==> src/sv/hcbp_pkg.sv <==
// ----------------------------------------------------------------------------
// Huffman code bit packer package
// Shared types, command codes, symbol slots and the character mapping.
// ----------------------------------------------------------------------------
package hcbp_pkg;

  localparam int ALPHABET_SIZE_DEF = 30;
  localparam int MAX_CODE_LEN      = 32;
  localparam int WORD_LIMIT        = 32;
  localparam int LEN_LIMIT         = (MAX_CODE_LEN < WORD_LIMIT) ? MAX_CODE_LEN : WORD_LIMIT;
  localparam int ACC_W             = 40;

  localparam logic [1:0] CMD_LOAD   = 2'd0;
  localparam logic [1:0] CMD_ENCODE = 2'd1;
  localparam logic [1:0] CMD_END    = 2'd2;

  localparam logic [4:0] SLOT_SPACE   = 5'd26;
  localparam logic [4:0] SLOT_PERIOD  = 5'd27;
  localparam logic [4:0] SLOT_NEWLINE = 5'd28;
  localparam logic [4:0] SLOT_END     = 5'd29;

  localparam logic [7:0] CHAR_LOWER_A = 8'h61;
  localparam logic [7:0] CHAR_LOWER_Z = 8'h7a;
  localparam logic [7:0] CHAR_SPACE   = 8'h20;
  localparam logic [7:0] CHAR_PERIOD  = 8'h2e;
  localparam logic [7:0] CHAR_NEWLINE = 8'h0a;

  typedef enum logic [1:0] {
    ST_IDLE,
    ST_ALIGN,
    ST_MERGE,
    ST_EMIT
  } state_t;

  typedef struct packed {
    logic [1:0]  cmd;
    logic [7:0]  symbol_char;
    logic [4:0]  entry_index;
    logic [31:0] code_bits;
    logic [5:0]  code_length;
  } in_word_t;

  typedef struct packed {
    logic [7:0] out_byte;
    logic       last;
  } out_word_t;

  typedef struct packed {
    logic       hit;
    logic [4:0] slot;
  } char_map_t;

  function automatic char_map_t map_char(input logic [7:0] ch);
    char_map_t m;
    m.hit  = 1'b1;
    m.slot = '0;
    if (ch >= CHAR_LOWER_A && ch <= CHAR_LOWER_Z) begin
      m.slot = 5'(ch - CHAR_LOWER_A);
    end else if (ch == CHAR_SPACE) begin
      m.slot = SLOT_SPACE;
    end else if (ch == CHAR_PERIOD) begin
      m.slot = SLOT_PERIOD;
    end else if (ch == CHAR_NEWLINE) begin
      m.slot = SLOT_NEWLINE;
    end else begin
      m.hit = 1'b0;
    end
    return m;
  endfunction

endpackage

==> src/sv/huffman_code_bit_packer.sv <==
// ----------------------------------------------------------------------------
// Huffman code bit packer
// Table-driven Huffman encoder that packs codes MSB first into output bytes.
// ----------------------------------------------------------------------------
// A load word writes the code table. An encode or end word reads its code,
// then passes through the align, merge and emit states; an end word also
// flushes any remaining bits as a padded last byte. Input stalls outside idle.
// The one shared 40-bit shifter aligns the code and merges it with the pending
// bits; emit then releases one byte per cycle while the output is not stalled.
// Reset clears the code table valid bits, the pending bits and all control.
// ----------------------------------------------------------------------------
module huffman_code_bit_packer #(
  parameter int ALPHABET_SIZE = hcbp_pkg::ALPHABET_SIZE_DEF
) (
  input  logic                clk,
  input  logic                rst_n,
  input  logic                in_valid,
  output logic                in_stall,
  input  hcbp_pkg::in_word_t  in_word,
  output logic                out_valid,
  input  logic                out_stall,
  output hcbp_pkg::out_word_t out_word
);
  import hcbp_pkg::*;

  localparam int AW = $clog2(ALPHABET_SIZE);

  state_t state_r, state_nxt;

  logic [37:0]        mem [ALPHABET_SIZE];
  logic [ALPHABET_SIZE-1:0] valid_r;
  logic [37:0]        rd_q_r;
  logic               rd_hit_r;

  logic               is_end_r, is_end_nxt;
  logic               emitted_r, emitted_nxt;
  logic [5:0]         len_r, len_nxt;
  logic [ACC_W-1:0]   sr_r, sr_nxt;
  logic [5:0]         cnt_r, cnt_nxt;
  logic [7:0]         pend_r, pend_nxt;
  logic [2:0]         pcnt_r, pcnt_nxt;
  logic               out_valid_r, out_valid_nxt;
  out_word_t          out_word_r, out_word_nxt;

  logic               in_acc;
  logic               wr_en;
  logic [AW-1:0]      wr_addr;
  logic [AW-1:0]      rd_addr;
  logic [5:0]         len_sat;
  logic [5:0]         len_eff;
  char_map_t          cmap;
  logic               go_busy;
  logic               can_emit;
  logic               emit_full;
  logic               end_done;

  logic               sh_left;
  logic [ACC_W-1:0]   sh_in;
  logic [5:0]         sh_amt;
  logic [ACC_W-1:0]   sh_out;

  assign in_stall  = (state_r != ST_IDLE);
  assign in_acc    = in_valid && !in_stall;
  assign cmap      = map_char(in_word.symbol_char);
  assign wr_en     = in_acc && (in_word.cmd == CMD_LOAD)
                     && (int'(in_word.entry_index) < ALPHABET_SIZE);
  assign wr_addr   = AW'(in_word.entry_index);
  assign rd_addr   = (in_word.cmd == CMD_END) ? AW'(SLOT_END) : AW'(cmap.slot);
  assign len_sat   = (in_word.code_length > 6'(LEN_LIMIT)) ? 6'(LEN_LIMIT)
                                                           : in_word.code_length;
  assign go_busy   = in_acc && ((in_word.cmd == CMD_END)
                     || ((in_word.cmd == CMD_ENCODE) && cmap.hit));
  assign len_eff   = rd_hit_r ? rd_q_r[37:32] : 6'd0;
  assign can_emit  = !out_valid_r || !out_stall;
  assign emit_full = (cnt_r >= 6'd8);
  assign end_done  = is_end_r && (cnt_r == 6'd0) && emitted_r;

  assign sh_out = sh_left ? (sh_in << sh_amt) : (sh_in >> sh_amt);

  always_ff @(posedge clk) begin
    if (wr_en) begin
      mem[wr_addr] <= {len_sat, in_word.code_bits};
    end
    if (in_acc) begin
      rd_q_r <= mem[rd_addr];
    end
  end

  always_ff @(posedge clk) begin
    if (!rst_n) begin
      valid_r  <= '0;
      rd_hit_r <= 1'b0;
    end else begin
      if (wr_en) begin
        valid_r[wr_addr] <= 1'b1;
      end
      if (in_acc) begin
        rd_hit_r <= valid_r[rd_addr];
      end
    end
  end

  always_comb begin
    state_nxt = state_r;
    unique case (state_r)
      ST_IDLE:  if (go_busy) state_nxt = ST_ALIGN;
      ST_ALIGN: state_nxt = ST_MERGE;
      ST_MERGE: state_nxt = ST_EMIT;
      ST_EMIT: begin
        if (emit_full) begin
          state_nxt = ST_EMIT;
        end else if (is_end_r && !end_done && !can_emit) begin
          state_nxt = ST_EMIT;
        end else begin
          state_nxt = ST_IDLE;
        end
      end
      default: state_nxt = ST_IDLE;
    endcase
  end

  always_comb begin
    is_end_nxt    = is_end_r;
    emitted_nxt   = emitted_r;
    len_nxt       = len_r;
    sr_nxt        = sr_r;
    cnt_nxt       = cnt_r;
    pend_nxt      = pend_r;
    pcnt_nxt      = pcnt_r;
    out_word_nxt  = out_word_r;
    out_valid_nxt = out_valid_r && out_stall;
    sh_left       = 1'b1;
    sh_in         = sr_r;
    sh_amt        = '0;
    unique case (state_r)
      ST_IDLE: begin
        if (in_acc) begin
          is_end_nxt  = (in_word.cmd == CMD_END);
          emitted_nxt = 1'b0;
        end
      end
      ST_ALIGN: begin
        sh_left = 1'b1;
        sh_in   = {8'd0, rd_q_r[31:0]};
        sh_amt  = 6'(ACC_W) - len_eff;
        sr_nxt  = sh_out;
        len_nxt = len_eff;
      end
      ST_MERGE: begin
        sh_left = 1'b0;
        sh_in   = sr_r;
        sh_amt  = {3'd0, pcnt_r};
        sr_nxt  = {pend_r, 32'd0} | sh_out;
        cnt_nxt = {3'd0, pcnt_r} + len_r;
      end
      ST_EMIT: begin
        if (emit_full) begin
          if (can_emit) begin
            out_valid_nxt         = 1'b1;
            out_word_nxt.out_byte = sr_r[ACC_W-1 -: 8];
            out_word_nxt.last     = is_end_r && (cnt_r == 6'd8);
            sr_nxt                = sr_r << 8;
            cnt_nxt               = cnt_r - 6'd8;
            emitted_nxt           = 1'b1;
          end
        end else if (is_end_r) begin
          if (end_done) begin
            pend_nxt = '0;
            pcnt_nxt = '0;
          end else if (can_emit) begin
            out_valid_nxt         = 1'b1;
            out_word_nxt.out_byte = sr_r[ACC_W-1 -: 8];
            out_word_nxt.last     = 1'b1;
            pend_nxt              = '0;
            pcnt_nxt              = '0;
          end
        end else begin
          pend_nxt = sr_r[ACC_W-1 -: 8];
          pcnt_nxt = cnt_r[2:0];
        end
      end
      default: begin
        sh_amt = '0;
      end
    endcase
  end

  always_ff @(posedge clk) begin
    if (!rst_n) begin
      state_r     <= ST_IDLE;
      is_end_r    <= 1'b0;
      emitted_r   <= 1'b0;
      cnt_r       <= '0;
      pend_r      <= '0;
      pcnt_r      <= '0;
      out_valid_r <= 1'b0;
    end else begin
      state_r     <= state_nxt;
      is_end_r    <= is_end_nxt;
      emitted_r   <= emitted_nxt;
      cnt_r       <= cnt_nxt;
      pend_r      <= pend_nxt;
      pcnt_r      <= pcnt_nxt;
      out_valid_r <= out_valid_nxt;
    end
  end

  always_ff @(posedge clk) begin
    len_r      <= len_nxt;
    sr_r       <= sr_nxt;
    out_word_r <= out_word_nxt;
  end

  assign out_valid = out_valid_r;
  assign out_word  = out_word_r;

endmodule
==> config.mk <==
export PLATFORM = sky130hd
export DESIGN_NAME = huffman_code_bit_packer
export DESIGN_NICKNAME = d
export VERILOG_FILES = /design/src/sv/hcbp_pkg.sv /design/src/sv/huffman_code_bit_packer.sv
export SDC_FILE = /design/constraint.sdc
export NUM_CORES = 2
export LEC_CHECK = 0
export BUFFER_PORTS_ARGS = -buffer_cell sky130_fd_sc_hd__buf_4
export CAP_MARGIN = 20
export CORE_MARGIN = 2
export CORE_UTILIZATION = 40
export DETAILED_ROUTE_END_ITERATION = 10
export HOLD_SLACK_MARGIN = 0.02
export SLEW_MARGIN = 40
export SYNTH_ARGS = -nofsm -noshare
export SYNTH_HDL_FRONTEND = slang
export SYNTH_SLANG_ARGS = --single-unit
==> constraint.sdc <==
create_clock -name clk -period 7 [get_ports clk]
set_clock_uncertainty 0.05 [all_clocks]
set_input_delay 1.4 -clock clk [delete_from_list [all_inputs] [get_ports clk]]
set_output_delay 1.4 -clock clk [all_outputs]
set_load 0.02 [all_outputs]
==> impl_metrics.json <==
{
  "run_status": "completed",
  "timing.critical_path.required_ns": 7.44,
  "buffer_ports.inserted": 67,
  "powerDensity_nw_per_um2": 313,
  "clkSlewWorstSetupHoldPaths_ns": 0.06,
  "worstPathCellList": "inv_1 -> ha_1 -> clkinv_1 -> nor2_4 -> buf_4 -> mux4_2 -> mux2i_1 -> mux2i_1 -> a32o_1 -> a211oi_1 -> o311ai_0",
  "clock_sink_count": 1286,
  "maxClockFrequency_ghz": 0.213,
  "max_cap_violations": 0,
  "drt-initial-drc-count": 4606,
  "floorplan.initialDensity": 0.403,
  "synth_edf_count": 1233,
  "floorplan.die.width_um": 379,
  "setup_repair_after_global_routing_missed_its_margin": "false",
  "final_min_period_over_clock_period": 0.671,
  "synth_area_leader_cell": "sky130_fd_sc_hd__edfxtp_1",
  "cts-resized-gates": 0,
  "largest_cells_by_area_after_synthesis": "sky130_fd_sc_hd__edfxtp_1 66%, sky130_fd_sc_hd__nand2_1 5.7%, sky130_fd_sc_hd__mux2i_1 5.6%",
  "routed_wl_per_cell_um": 27.4,
  "final.setup.tns_ns": 0,
  "synth_cell_types": 90,
  "dieArea_sq_um": 144000,
  "crit_path_top_delay_cell": "sky130_fd_sc_hd__nor2_4",
  "largest_net_degree_at_the_start_of_global_routing": 108,
  "cpMostUsedCell": "sky130_fd_sc_hd__mux2i_1",
  "worst_path_class_setup": "register to register",
  "yosys_register_bits": 1286,
  "postSynth.topFlopCell": "sky130_fd_sc_hd__edfxtp_1",
  "final_period_minus_worst_setup_slack_ns": 4.70,
  "detail_route.vias_per_cell": 5.95,
  "drt_pass1_iterations": 7,
  "synth.yosys.seq_area_share": 0.677,
  "groute.usage.overall": 0.242,
  "floorplan.io_pins": 68,
  "vdd_drop_max_uv": 192,
  "critical_path.max_fanout": 33,
  "area_used_by_multi_input_combinational_logic_sq_um": 17000,
  "number_of_placement_rows": 137,
  "cts_tree": "built",
  "remaining_antenna_violation_count": 0,
  "grt_pass1_vias": 36300,
  "routed_wirelength_mm": 175,
  "synthDominantCellAreaShare": 0.658,
  "grt_remaining_overflow": 0,
  "final_cell_mix": "1233 x sky130_fd_sc_hd__edfxtp_1, 857 x sky130_fd_sc_hd__nand2_1, 383 x sky130_fd_sc_hd__nand3_1, 312 x sky130_fd_sc_hd__mux2i_1, 213 x sky130_fd_sc_hd__a21oi_1",
  "cts_root_buf": "sky130_fd_sc_hd__clkbuf_16",
  "htree_levels": 4,
  "syn_area_sq_um": 56300,
  "number_of_antenna_violations_at_the_first_check_in_global_routing": 9,
  "core_region_area_sq_um": 140000,
  "timing_worst_slew_pin_value_ns": 0.862,
  "fillers": 12400,
  "layout.cells.most_common": "sky130_fd_sc_hd__edfxtp_1",
  "max_slew_vio_count": 0,
  "min-delay-path-class": "register to register",
  "grt_pass1_wl_mm": 254,
  "post_cts_hold_buffer_count": 0,
  "place.detailed.hpwl_mm": 103,
  "cp_slowest_stage_delay_ns": 0.66,
  "cts-buffers-inserted": 137,
  "final.setup.worst_slack_ns": 2.30,
  "p_leak_nw": 22.4,
  "arrival_ns": 5.14,
  "clk_path_buf_depth": 3,
  "num-nets-final": 4498,
  "clkLatencyLatePin_ns": 0.79,
  "area_growth_syn_to_layout_pct": 13.4,
  "drc_errors": 0,
  "timing.critical_path.from_type": "register",
  "finalSetupViolCount": 0,
  "sequential_cell_area_sq_um": 38100,
  "syn-instance-count": 4384,
  "postCtsSetupBuffers": 0,
  "syn-mean-instance-area_sq_um": 12.8,
  "gp_congestion": 0.929,
  "die-height_um": 379,
  "critical_path.endpoint_type": "register",
  "finalHoldViolCount": 0,
  "syn-num-nets": 4455,
  "number_of_warnings_printed_during_yosys_synthesis": 0,
  "pre_cts_ws_ns": 1.68,
  "dr_total_vias": 38100,
  "relSlewSlack": 0.424,
  "postSynth.asyncResetShare": 0,
  "final_layout_size_suffix_gt1_frac": 0.119
}
## routing by layer
layer	up-vias	share of wire	wire (um)	GRT usage
li1	16600	-	-	-
met1	19300	0.41	72500	0.335
met2	1844	0.46	80800	0.380
met3	346	0.090	15800	0.0475
met4	8	0.034	5940	0.0860
met5	-	0.00029	51	0
## area by class of cell
class                   instances  area share
flip-flops and latches       1286       0.597
multi-input cells            2776       0.267
clock buffers                 180      0.0573
well taps                    1876      0.0368
repair buffers                204      0.0310
clock inverters                57     0.00989
inverters                      22     0.00129
diodes                          1   0.0000392
## per-stage QoR
stage | utilization | std cells | hold WS, ns | area, sq um | power [mW]
6_report | 0.457 | 6402 | 0.421 | 63800 | 19.9
3_3_place_gp | 0.423 | 6144 | 0.397 | 59000 | 13.0
5_1_grt | 0.457 | 6402 | 0.439 | 63800 | 20.6
2_1_floorplan | - | 4384 | 0.382 | 56300 | 11.6
4_1_cts | 0.457 | 6400 | 0.422 | 63700 | 19.9
3_5_place_dp | 0.426 | 6163 | 0.408 | 59500 | 13.0
## sequential cells by signal, summed over array words and instances, names as in the netlist
signal / flops
pcnt_r: 3
mem: 1140
out_word: 9
sr_r: 40
len_r: 6
rd_q_r: 38
is_end_r: 1
rd_hit_r: 1
out_valid: 1
pend_r: 8
valid_r: 30
cnt_r: 6
emitted_r: 1
state_r: 2
## worst paths after layout
check / cells past startpoint / end / start / slack, ns
max reg2reg: 11 / sr_r[38]$_DFFE_PP_ / state_r[0]$_SDFFE_PN0P_ / 2.30
min: 2 / valid_r[6]$_SDFFE_PN0P_ / valid_r[6]$_SDFFE_PN0P_ / 0.42
min reg2reg: 2 / valid_r[6]$_SDFFE_PN0P_ / valid_r[6]$_SDFFE_PN0P_ / 0.42
max: 11 / sr_r[38]$_DFFE_PP_ / state_r[0]$_SDFFE_PN0P_ / 2.30
## worst max-delay path, delay by kind of cell (launching register included)
| kind | cells | cell delay [ns] |
|---|---|---|
| multiplexers | 3 | 0.76 |
| buffers and inverters | 3 | 1.26 |
| AND/OR/NAND/NOR | 1 | 0.66 |
| adder cells (fa/ha/maj) | 1 | 0.33 |
| flip-flops | 1 | 0.43 |
| AO/OA/AOI/OAI | 3 | 0.91 |
## synth_stat cells (39+ instances only)
master	number
sky130_fd_sc_hd__a211oi_1	48
sky130_fd_sc_hd__clkbuf_1	125
sky130_fd_sc_hd__nand2_1	861
sky130_fd_sc_hd__nor2_1	222
sky130_fd_sc_hd__a31oi_1	59
sky130_fd_sc_hd__dfxtp_1	53
sky130_fd_sc_hd__o22ai_1	64
sky130_fd_sc_hd__mux2i_1	312
sky130_fd_sc_hd__o21ai_0	81
sky130_fd_sc_hd__nor3_1	40
sky130_fd_sc_hd__nand3_1	384
sky130_fd_sc_hd__buf_4	39
sky130_fd_sc_hd__edfxtp_1	1233
sky130_fd_sc_hd__a21oi_1	214
sky130_fd_sc_hd__buf_2	91
## cells by family after synthesis
kind of cell             after synthesis  share of synthesized area
AO/OA/AOI/OAI                        721                     0.0866
XOR/XNOR                               8                    0.00125
adder cells (fa/ha/maj)               14                    0.00325
buffers and inverters                322                     0.0283
flip-flops                          1286                      0.677
multiplexers                         379                     0.0759
AND/OR/NAND/NOR                     1654                      0.128
## where the power goes
group / total, mW / leakage, nW / internal, mW / switching [mW]
logic: 3.72 / 8.74 / 1.32 / 2.40
registers: 9.26 / 11.6 / 8.81 / 0.444
clock network: 6.97 / 2.06 / 3.87 / 3.09
No activity file was read; power rests on OpenSTA's default activity.
